`src/rtl/plst_pkg.sv`:
```
`timescale 1ns / 1ps
// ----------------------------------------------------------------------------
// plst_pkg
// Shared types and constants for the positional list store.
// ----------------------------------------------------------------------------
package plst_pkg;

   localparam int OP_W   = 2;
   localparam int POS_W  = 7;
   localparam int WORD_W = 32;
   localparam int LEN_W  = 7;

   typedef enum logic [OP_W-1:0] {
      OP_INSERT   = 2'd0,
      OP_REMOVE   = 2'd1,
      OP_RETRIEVE = 2'd2
   } plst_op_type;

   // broadcast to every cell of the chain
   typedef struct packed {
      logic              insert;
      logic              remove;
      logic [POS_W-1:0]  slot;
      logic [WORD_W-1:0] value;
   } plst_cmd_type;

endpackage

```
`src/rtl/plst_cell.sv`:
```
`timescale 1ns / 1ps
// ----------------------------------------------------------------------------
// plst_cell
// One list slot: holds a word, loads it, or takes a neighbor's word on a shift.
// ----------------------------------------------------------------------------
module plst_cell
   import plst_pkg::*;
#(
   parameter int INDEX = 0
) (
   input  logic              clock,
   input  plst_cmd_type      cmd,
   input  logic [WORD_W-1:0] left_q,
   input  logic [WORD_W-1:0] right_q,
   output logic [WORD_W-1:0] q,
   output logic [WORD_W-1:0] rd_q
);

   logic [WORD_W-1:0] entry_ff;
   logic [WORD_W-1:0] entry_in;
   logic [31:0]       idx;
   logic [31:0]       slot;

   assign idx  = 32'(INDEX);
   assign slot = 32'(cmd.slot);

   always_comb begin
      entry_in = entry_ff;
      if (cmd.insert) begin
         if (idx == slot) begin
            entry_in = cmd.value;
         end else if (idx > slot) begin
            entry_in = left_q;
         end
      end else if (cmd.remove && idx >= slot) begin
         entry_in = right_q;
      end
   end

   always_ff @(posedge clock) begin
      entry_ff <= entry_in;
   end

   assign q    = entry_ff;
   assign rd_q = (idx == slot) ? entry_ff : '0;

endmodule

```
`config.mk`:
```
export PLATFORM = sky130hd
export DESIGN_NAME = plst_cell
export DESIGN_NICKNAME = d
export VERILOG_FILES = /design/src/rtl/plst_pkg.sv /design/src/rtl/plst_cell.sv
export SDC_FILE = /design/constraint.sdc
export NUM_CORES = 1
export LEC_CHECK = 0
export BUFFER_PORTS_ARGS = -buffer_cell sky130_fd_sc_hd__buf_4
export CORE_ASPECT_RATIO = 0.6
export CORE_MARGIN = 3
export CORE_UTILIZATION = 40
export CTS_BUF_LIST = sky130_fd_sc_hd__clkbuf_2 sky130_fd_sc_hd__clkbuf_4 sky130_fd_sc_hd__clkbuf_8
export CTS_CLUSTER_SIZE = 25
export DETAILED_ROUTE_END_ITERATION = 8
export GPL_ROUTABILITY_DRIVEN = 0
export PLACE_DENSITY = 0.82
export REMOVE_ABC_BUFFERS = 1
export SETUP_SLACK_MARGIN = 0.02
export SYNTH_ARGS = -nofsm -noshare
export SYNTH_HDL_FRONTEND = slang
export SYNTH_SLANG_ARGS = --single-unit
```
`constraint.sdc`:
```
create_clock -name clock -period 3.5 [get_ports clock]
set_input_delay 0.7 -clock clock [delete_from_list [all_inputs] [get_ports clock]]
set_output_delay 0.7 -clock clock [all_outputs]
set_load 0.1 [all_outputs]
```
==> summary by stage, run 1 <==
Setup path
The type of the worst setup path is input port to primary output. The longest individual stage delay on the worst path is 0.35 ns. Together, buffers and inverters on the worst path number 3.

For the worst setup path, the data required time is around 2.8 ns. Walking the worst path, the cells encountered are buf_4 > nor4_4 > buf_12 > and3_1 > buf_4. The worst setup path is captured at a primary output. The dominant cell type by count on the critical path is sky130_fd_sc_hd__buf_4.

On the critical path, the stage with the largest delay is an instance of sky130_fd_sc_hd__nor4_4. For the worst setup path, the data arrival time is around 2 ns. The kind of cell with the highest combined delay along the critical path is buffers and inverters. The worst setup path is launched from an input port. The maximum fanout along the worst path is 63.

Timing
The final worst-path cycle share is around 77%. The worst slew slack as a fraction of its limit is between 40 and 50%. The final count of negative-setup-slack endpoints is 0. The summed negative setup slack over all endpoints is 0 ns. The highest clock rate is 373 MHz. The post-route worst setup slack is between 0.8 and 0.9 ns.

Setup repair after global routing left no endpoint under its margin. The max-slew violation count is 0. For the finished layout, the period the worst path requires is 2.68 ns.

The final hold slack is around 0.73 ns. The slew at the pin with the worst max-slew slack is roughly 0.76 ns. The final hold violation count is 0.

Placement
The half-perimeter wire length after detailed placement is approximately 5300 um. The count of input and output buffers is around 170. Timing analysis after detailed placement gives a worst setup slack of 0.818 ns.

Run
The max-cap check violation count is 0.

Clocking
After clock tree synthesis, the flow added hold-fix buffers numbering 0. Buffers added to address setup during post-CTS repair amount to 0. TritonCTS built the clock tree. The root buffer cell chosen for the clock tree is sky130_fd_sc_hd__clkbuf_8. The count of H-tree levels built during CTS is 2. Counting every sink on the clock net gives 32. The maximum number of buffers from clock root to sink is 2. The number of CTS-inserted buffers is 5. Once the clock tree was built, the resizer swapped 0 gates to a different size. The clock-pin slew on the worst setup and hold paths is roughly 0.06 ns.

Floorplan
The boundary pin count is 170. The floorplan step set the die width to between 90 and 100 um. The row count is 19. The core region is 0.00480 sq mm. Measured along the y axis, the die boundary spans 61.9 um. The die area is a little over 0.006 sq mm. The initial standard-cell utilization of the core is a little over two fifths.

Final layout
The share of layout cells above drive strength 1 is around 50%. In the final design database the tool counted about 500 nets. The number of fill cells in the layout is between 300 and 400. The number of flip-flops in the largest register is 32. The post-layout utilization of the core is a little under three quarters. The area growth from synthesis to layout is 65.3%.

The number of antenna diodes in the final layout is 0.

Global routing
The global-route wire length before repair is 10,800 um. Entering global routing, the biggest net connects 64 pins. The number of global-route vias before repair was between 2,000 and 2,500. The aggregate global routing overflow is 0. The initial antenna violation count is 0. For this run, the total global-route usage over all layers was measured as between 20% and 30%.

Power
The sequential fraction of design power is 46.8%. The maximum resistive drop on vdd is between 0.15 and 0.2 mV. The combinational fraction of design power is between 20% and 30%. The switching share of power is roughly a quarter. The power density over cell area is approximately 270 mW/mm^2. The leakage power summed over all cells is 1.67 nW.

The internal power summed over all cells is about 700 uW. The proportion of power drawn by the clock network is a little under a third. For this design the total switching power over the nets is 224 uW.

Yosys
The total of flip-flops plus latches after synthesis is 32. Synthesis produced a netlist whose cell count is between 200 and 250. The synthesized area per cell is between 9 and 10 sq um. The synthesized cell area is approximately 0.0021 sq mm.

After synthesis, flip-flops and latches occupy a little under half of the total area. After synthesis, the netlist uses 23 different library cells. The number of warnings printed during yosys synthesis is 0.

Routing
The post-detailed-route DRC marker count is 0. The routed wire length per instance is roughly 17 um. The residual antenna-violating net count after detailed routing is 0. The total length of routed wires is ~7400 um. The routed layout has between 2,000 and 2,500 vias.

The detailed-route vias per instance is roughly 5.3. The pre-antenna-repair detailed-routing pass consisted of 4 iterations. The starting DRC count in detailed routing is 160.

Run status
The flow ran to the end, and the final reports show no timing, DRC or antenna violations.

Hold path
The path category of the worst min-delay check is input port to flop.
[routing by layer]
metal / track usage [%] / share of wire (%)
met5: 0 / 0
met2: 38.0 / 50
met3: 8.14 / 9.9
met4: 4.47 / 0.23
met1: 28.4 / 40
[synthesized netlist by cell type (all sizes together)]
cell type	instances	share of area, %
a221o	14	7.0
and2	14	4.2
inv	1	0.18
a31oi	18	5.4
clkbuf	17	3.1
a21oi	22	5.3
nand2	14	2.5
nand3	10	2.4
or4	1	0.54
o21ai	18	4.3
nor2	19	4.2
edfxtp	32	46
nor4	1	1.0
nor3	1	0.48
buf	8	3.1
and3	32	9.6
o21a	1	0.36
or3	1	0.30
[cell families (layout without fill, tap and decap cells)]
| group | Yosys count | in the layout | share of synthesized area (%) |
|---|---|---|---|
| buffers and inverters | 26 | 183 | 6.36 |
| AO/OA/AOI/OAI | 73 | 73 | 22.3 |
| flip-flops | 32 | 32 | 46.1 |
| AND/OR/NAND/NOR | 93 | 93 | 25.3 |
[worst paths after layout]
check | depth (start not counted) | to | from
setup / recovery | 5 | rd_q[3] | cmd[36]
hold / removal | 2 | q[19] | right_q[19]
[through the flow]
step / total power, mW / cells / instance area (sq um)
after CTS: 0.923 / 444 / 3450
final: 0.916 / 444 / 3450
after detailed placement: 0.642 / 436 / 3360
after global routing: 0.963 / 444 / 3450
after floorplan: 0.519 / 199 / 1960
after global placement: 0.636 / 436 / 3360
[cells in the final DEF, fill, tap and decap left out, types with 2 or more instances in the layout]
cell,n
sky130_fd_sc_hd__a21oi_1,22
sky130_fd_sc_hd__a221o_1,10
sky130_fd_sc_hd__a221o_2,4
sky130_fd_sc_hd__a31oi_1,18
sky130_fd_sc_hd__and2_1,14
sky130_fd_sc_hd__and3_1,32
sky130_fd_sc_hd__buf_4,173
sky130_fd_sc_hd__clkbuf_4,2
sky130_fd_sc_hd__clkbuf_8,5
sky130_fd_sc_hd__edfxtp_1,32
sky130_fd_sc_hd__nand2_1,14
sky130_fd_sc_hd__nand3_1,10
sky130_fd_sc_hd__nor2_1,18
sky130_fd_sc_hd__o21ai_0,18
[area by class of cell]
type	count	area (sq um)	share of cell area (%)
Sequential cell	32	961	27.9
Multi-Input combinational cell	166	998	29.0
Tap cell	63	78.8	2.29
Clock buffer	7	83.8	2.43
Timing Repair Buffer	174	1320	38.2
Inverter	1	3.75	0.109
Clock inverter	1	3.75	0.109
[power by group through the flow]
stage / registers [mW] / logic [mW] / clock network [mW]
2_1_floorplan: 0.450 / 0.0687 / 0
3_3_place_gp: 0.436 / 0.200 / 0
3_5_place_dp: 0.436 / 0.206 / 0
4_1_cts: 0.428 / 0.206 / 0.289
5_1_grt: 0.428 / 0.224 / 0.312
6_report: 0.428 / 0.206 / 0.282
Note: power is estimated with default switching activity, not from simulation.
==> run 2: changes to the inputs <==
--- a/config.mk
+++ b/config.mk
@@ -5,15 +5,16 @@
 export SDC_FILE = /design/constraint.sdc
 export NUM_CORES = 1
 export LEC_CHECK = 0
+export ABC_AREA = 1
 export BUFFER_PORTS_ARGS = -buffer_cell sky130_fd_sc_hd__buf_4
 export CORE_ASPECT_RATIO = 0.6
 export CORE_MARGIN = 3
-export CORE_UTILIZATION = 40
+export CORE_UTILIZATION = 41
 export CTS_BUF_LIST = sky130_fd_sc_hd__clkbuf_2 sky130_fd_sc_hd__clkbuf_4 sky130_fd_sc_hd__clkbuf_8
 export CTS_CLUSTER_SIZE = 25
 export DETAILED_ROUTE_END_ITERATION = 8
 export GPL_ROUTABILITY_DRIVEN = 0
-export PLACE_DENSITY = 0.82
+export PLACE_DENSITY = 0.79
 export REMOVE_ABC_BUFFERS = 1
 export SETUP_SLACK_MARGIN = 0.02
 export SYNTH_ARGS = -nofsm -noshare
==> constraint.sdc (replaced) <==
create_clock -name clock -period 2.3 [get_ports clock]
set_input_delay 0.46 -clock clock [delete_from_list [all_inputs] [get_ports clock]]
set_output_delay 0.46 -clock clock [all_outputs]
set_load 0.1 [all_outputs]
==> summary by stage, run 2 <==
Run status
The run finished with clean final reports.

Global routing
The global routing stage identified its most utilized layer as met2. Across every metal layer, demand over resource in global routing totals a little over a fifth. The initial antenna violation count is 0.

In the global route stage, met1 resource usage came out at about a quarter. The met3 demand-to-capacity share in global routing is 6.32%. The number of global-route vias before repair was approximately 3,000. The global-route wire length before repair is between 10,000 and 15,000 um. Entering global routing, the biggest net connects 35 pins.

The aggregate global routing overflow is 0. For met2 alone, demand over resource in global routing was a little over a third.

Final layout
The final layout contains about 630 nets. Leaving out fill and tap cells, the most frequent cells in the layout are sky130_fd_sc_hd__buf_4, sky130_fd_sc_hd__inv_1, sky130_fd_sc_hd__nand2_1. The register with the most flip-flops in the layout has 32 of them. The post-synthesis to final-layout area growth is 47.4%. The repair_antennas step left the layout with diodes totalling 0. The share of layout cells above drive strength 1 is approximately 51%. The most frequent standard cell in the layout excluding fill and tap cells is sky130_fd_sc_hd__buf_4.

The filler cells instantiated in the layout total slightly above 500. The post-route standard cell area excluding fillers is ~0.0042 sq mm.

Power
The proportion of power drawn by the clock network is around 29%. The switching share of power is 27.7%. The maximum resistive drop on vdd is between 0.2 and 0.25 mV. For this design the ratio of total power to cell area is approximately 340 mW/mm^2. Per report_power, the combinational group accounts for 25.4% of the total. Summed over all nets, the switching power comes to between 300 and 400 uW. The sequential fraction of design power is roughly 46%. The internal power summed over all cells is roughly 1 mW. The analysis attributes to cell leakage a power of between 2 and 2.5 nW.

Clocking
Post-CTS repair changed the size of 0 cells. The clock tree from TritonCTS is yes. Clock-pin slew was measured on the worst setup and hold paths at roughly 0.07 ns. In this run, CTS created clock tree buffers numbering 5. The cell sitting at the root of the clock tree is a sky130_fd_sc_hd__clkbuf_8. The maximum number of buffers from clock root to sink is 2.

The number of buffers inserted for hold repair after clock tree synthesis is 0. The count of H-tree levels built during CTS is 2. The number of sinks handled by clock tree synthesis is 32. In this run the post-CTS setup repair buffer count came out at 0.

Floorplan
From left edge to right edge, the die measures roughly 110 um. The die boundary height is approximately 70 um. The die area is 0.00805 sq mm. The floorplan core area is ~0.0064 sq mm.

The initialized floorplan defines 22 standard-cell rows. 170 I/O pins were placed. The initial standard-cell utilization of the core is between 40% and 50%.

Setup path
The type of the worst setup path is input port to primary output. The maximum fanout along the worst path is 15. The critical path endpoint category is a primary output.

At the worst endpoint, the required time is 1.84 ns. The type of element launching the critical path is an input port. At the worst endpoint, the arrival time is about 1.6 ns.

Routing
The via count is between 2,000 and 3,000. The count of TritonRoute iterations in the first routing pass is 4. The detailed-route vias per instance is 4.73.

The post-detailed-route DRC marker count is 0. The starting DRC count in detailed routing is ~160. The final layout contains routed wiring with a total length of between 8000 and 9000 um. The detail route stage leaves a number of antenna-violating nets equal to 0. After detailed routing, the average wire length per cell comes to 14.1 um.

Yosys
sky130_fd_sc_hd__edfxtp_1 takes more of the synthesized area than any other cell. A synthesized cell averages between 8 and 9 sq um. The total of flip-flops plus latches after synthesis is 32. Among all flip-flop cells after synthesis, the most frequent one is sky130_fd_sc_hd__edfxtp_1. Of the post-synthesis cell area, the dominant cell type holds between 30 and 40%.

The number of warnings printed during yosys synthesis is 0. The commonest cells after synthesis are sky130_fd_sc_hd__inv_1, sky130_fd_sc_hd__nand2_1, sky130_fd_sc_hd__nand3_1, sky130_fd_sc_hd__edfxtp_1. The number of different library cells used by synthesis comes to 21. Yosys attributes the largest share of cell area to sky130_fd_sc_hd__edfxtp_1, sky130_fd_sc_hd__inv_1, sky130_fd_sc_hd__nor2_4.

In this run the cell area of the synthesized design comes to about 0.0029 sq mm. The sequential-to-total area share from yosys stat is roughly a third. The gate count of the mapped netlist is between 300 and 400. The async set-or-reset flop fraction in the synthesized netlist is 0%. The number of enable-type register cells in the synthesized netlist is 32. Among all cell types in the netlist, the one instantiated most often is sky130_fd_sc_hd__inv_1.

Timing
The slew at the pin with the worst max-slew slack is roughly 0.6 ns. After routing, the total negative slack on setup checks comes to 0 ns. Static timing analysis puts the maximum clock frequency at a little under 500 MHz. In this run the tightest slew margin relative to its limit is between 60% and 70%.

The post-route worst setup slack is 0.244 ns. For the finished layout, the period the worst path requires is ~2.1 ns. The max-slew violation count is 0. Setup repair after global routing left no endpoint under its margin. The final count of negative-setup-slack endpoints is 0. The final hold violation count was 0. The final worst-path cycle share is between 80% and 90%.

Placement
The wire-length estimate of the detail-placed layout is 6430 um. Prior to clock tree synthesis, the placed netlist has a worst setup slack of roughly 0.24 ns. Input and output buffers added on the ports amount to ~170.

In this run the cell area measured after placement is 0.00413 sq mm.

Run
The tool flagged a number of max-cap violations equal to 0.

Hold path
The destination of the worst hold path is q[23]. The launch point of the worst hold path is right_q[23]. The number of instances on the worst hold path is 3. The path category of the worst min-delay check is input port to flop.
==> run 2: cell types whose count changed after synthesis, sizes merged, moves of 10 or more <==
cell and delta:
a21oi -22, a221o -14, a31oi -18, and2 -14
and3 -32, buf +10, clkbuf -13, inv +100
nand2 +54, nand3 +54, nor2 +19, o21ai +14
==> run 2: layout make-up <==
type / instances / area [sq um] / area share (%)
Clock buffer: 5 / 68.8 / 1.63
Clock inverter: 3 / 13.8 / 0.326
Inverter: 101 / 384 / 9.11
Multi-Input combinational cell: 202 / 1320 / 31.4
Sequential cell: 32 / 961 / 22.8
Tap cell: 84 / 105 / 2.49
Timing Repair Buffer: 178 / 1360 / 32.3
==> run 2: worst max path at each step <==
stage,startpoint,to,slack [ns],depth (start not counted)
final,cmd[37],rd_q[0],0.24,8
after floorplan,cmd[37],q[0],-1.28,5
after detailed placement,cmd[37],rd_q[0],0.24,8
after CTS,cmd[37],rd_q[0],0.24,8
after global placement,cmd[35],rd_q[31],0.27,8
after global routing,cmd[35],rd_q[0],0.17,8
==> run 2: metal layers <==
| layer | vias up | share of wire [%] | wire length [um] |
|---|---|---|---|
| li1 | 1413 | - | - |
| met5 | - | 0 | 0 |
| met3 | 5 | 11 | 932 |
| met4 | 0 | 0.52 | 44 |
| met1 | 1287 | 40 | 3460 |
| met2 | 154 | 48 | 4100 |
==> run 2: worst max-delay path: stages <==
cell and delay (ns):
sky130_fd_sc_hd__buf_4 0.11, sky130_fd_sc_hd__nor2_2 0.14, sky130_fd_sc_hd__nand2_4 0.08, sky130_fd_sc_hd__inv_6 0.06, sky130_fd_sc_hd__nand2_4 0.11, sky130_fd_sc_hd__buf_12 0.21
sky130_fd_sc_hd__nor2_1 0.11, sky130_fd_sc_hd__buf_4 0.30
==> run 2: cell families after synthesis <==
| family | synth area share [%] |
|---|---|
| buffers and inverters | 20.5 |
| AND/OR/NAND/NOR | 36.4 |
| AO/OA/AOI/OAI | 9.53 |
| flip-flops | 33.6 |
==> run 2: stage by stage <==
step                instances  hold slack [ns]  total power [mW]  utilization (%)
floorplan                 335            0.646             0.832                -
global placement          597            0.730              1.02             64.5
detailed placement        597            0.739              1.03             64.5
CTS                       605            0.442              1.44             65.7
global route              605            0.449              1.50             65.7
finish                    605            0.453              1.42             65.7
==> run 2: power by group through the flow <==
stage	sequential (mW)	clock, mW	combinational, mW
finish	0.652	0.409	0.361
global route	0.651	0.454	0.398
CTS	0.652	0.422	0.363
detailed placement	0.664	0	0.362
global placement	0.664	0	0.352
floorplan	0.686	0	0.147
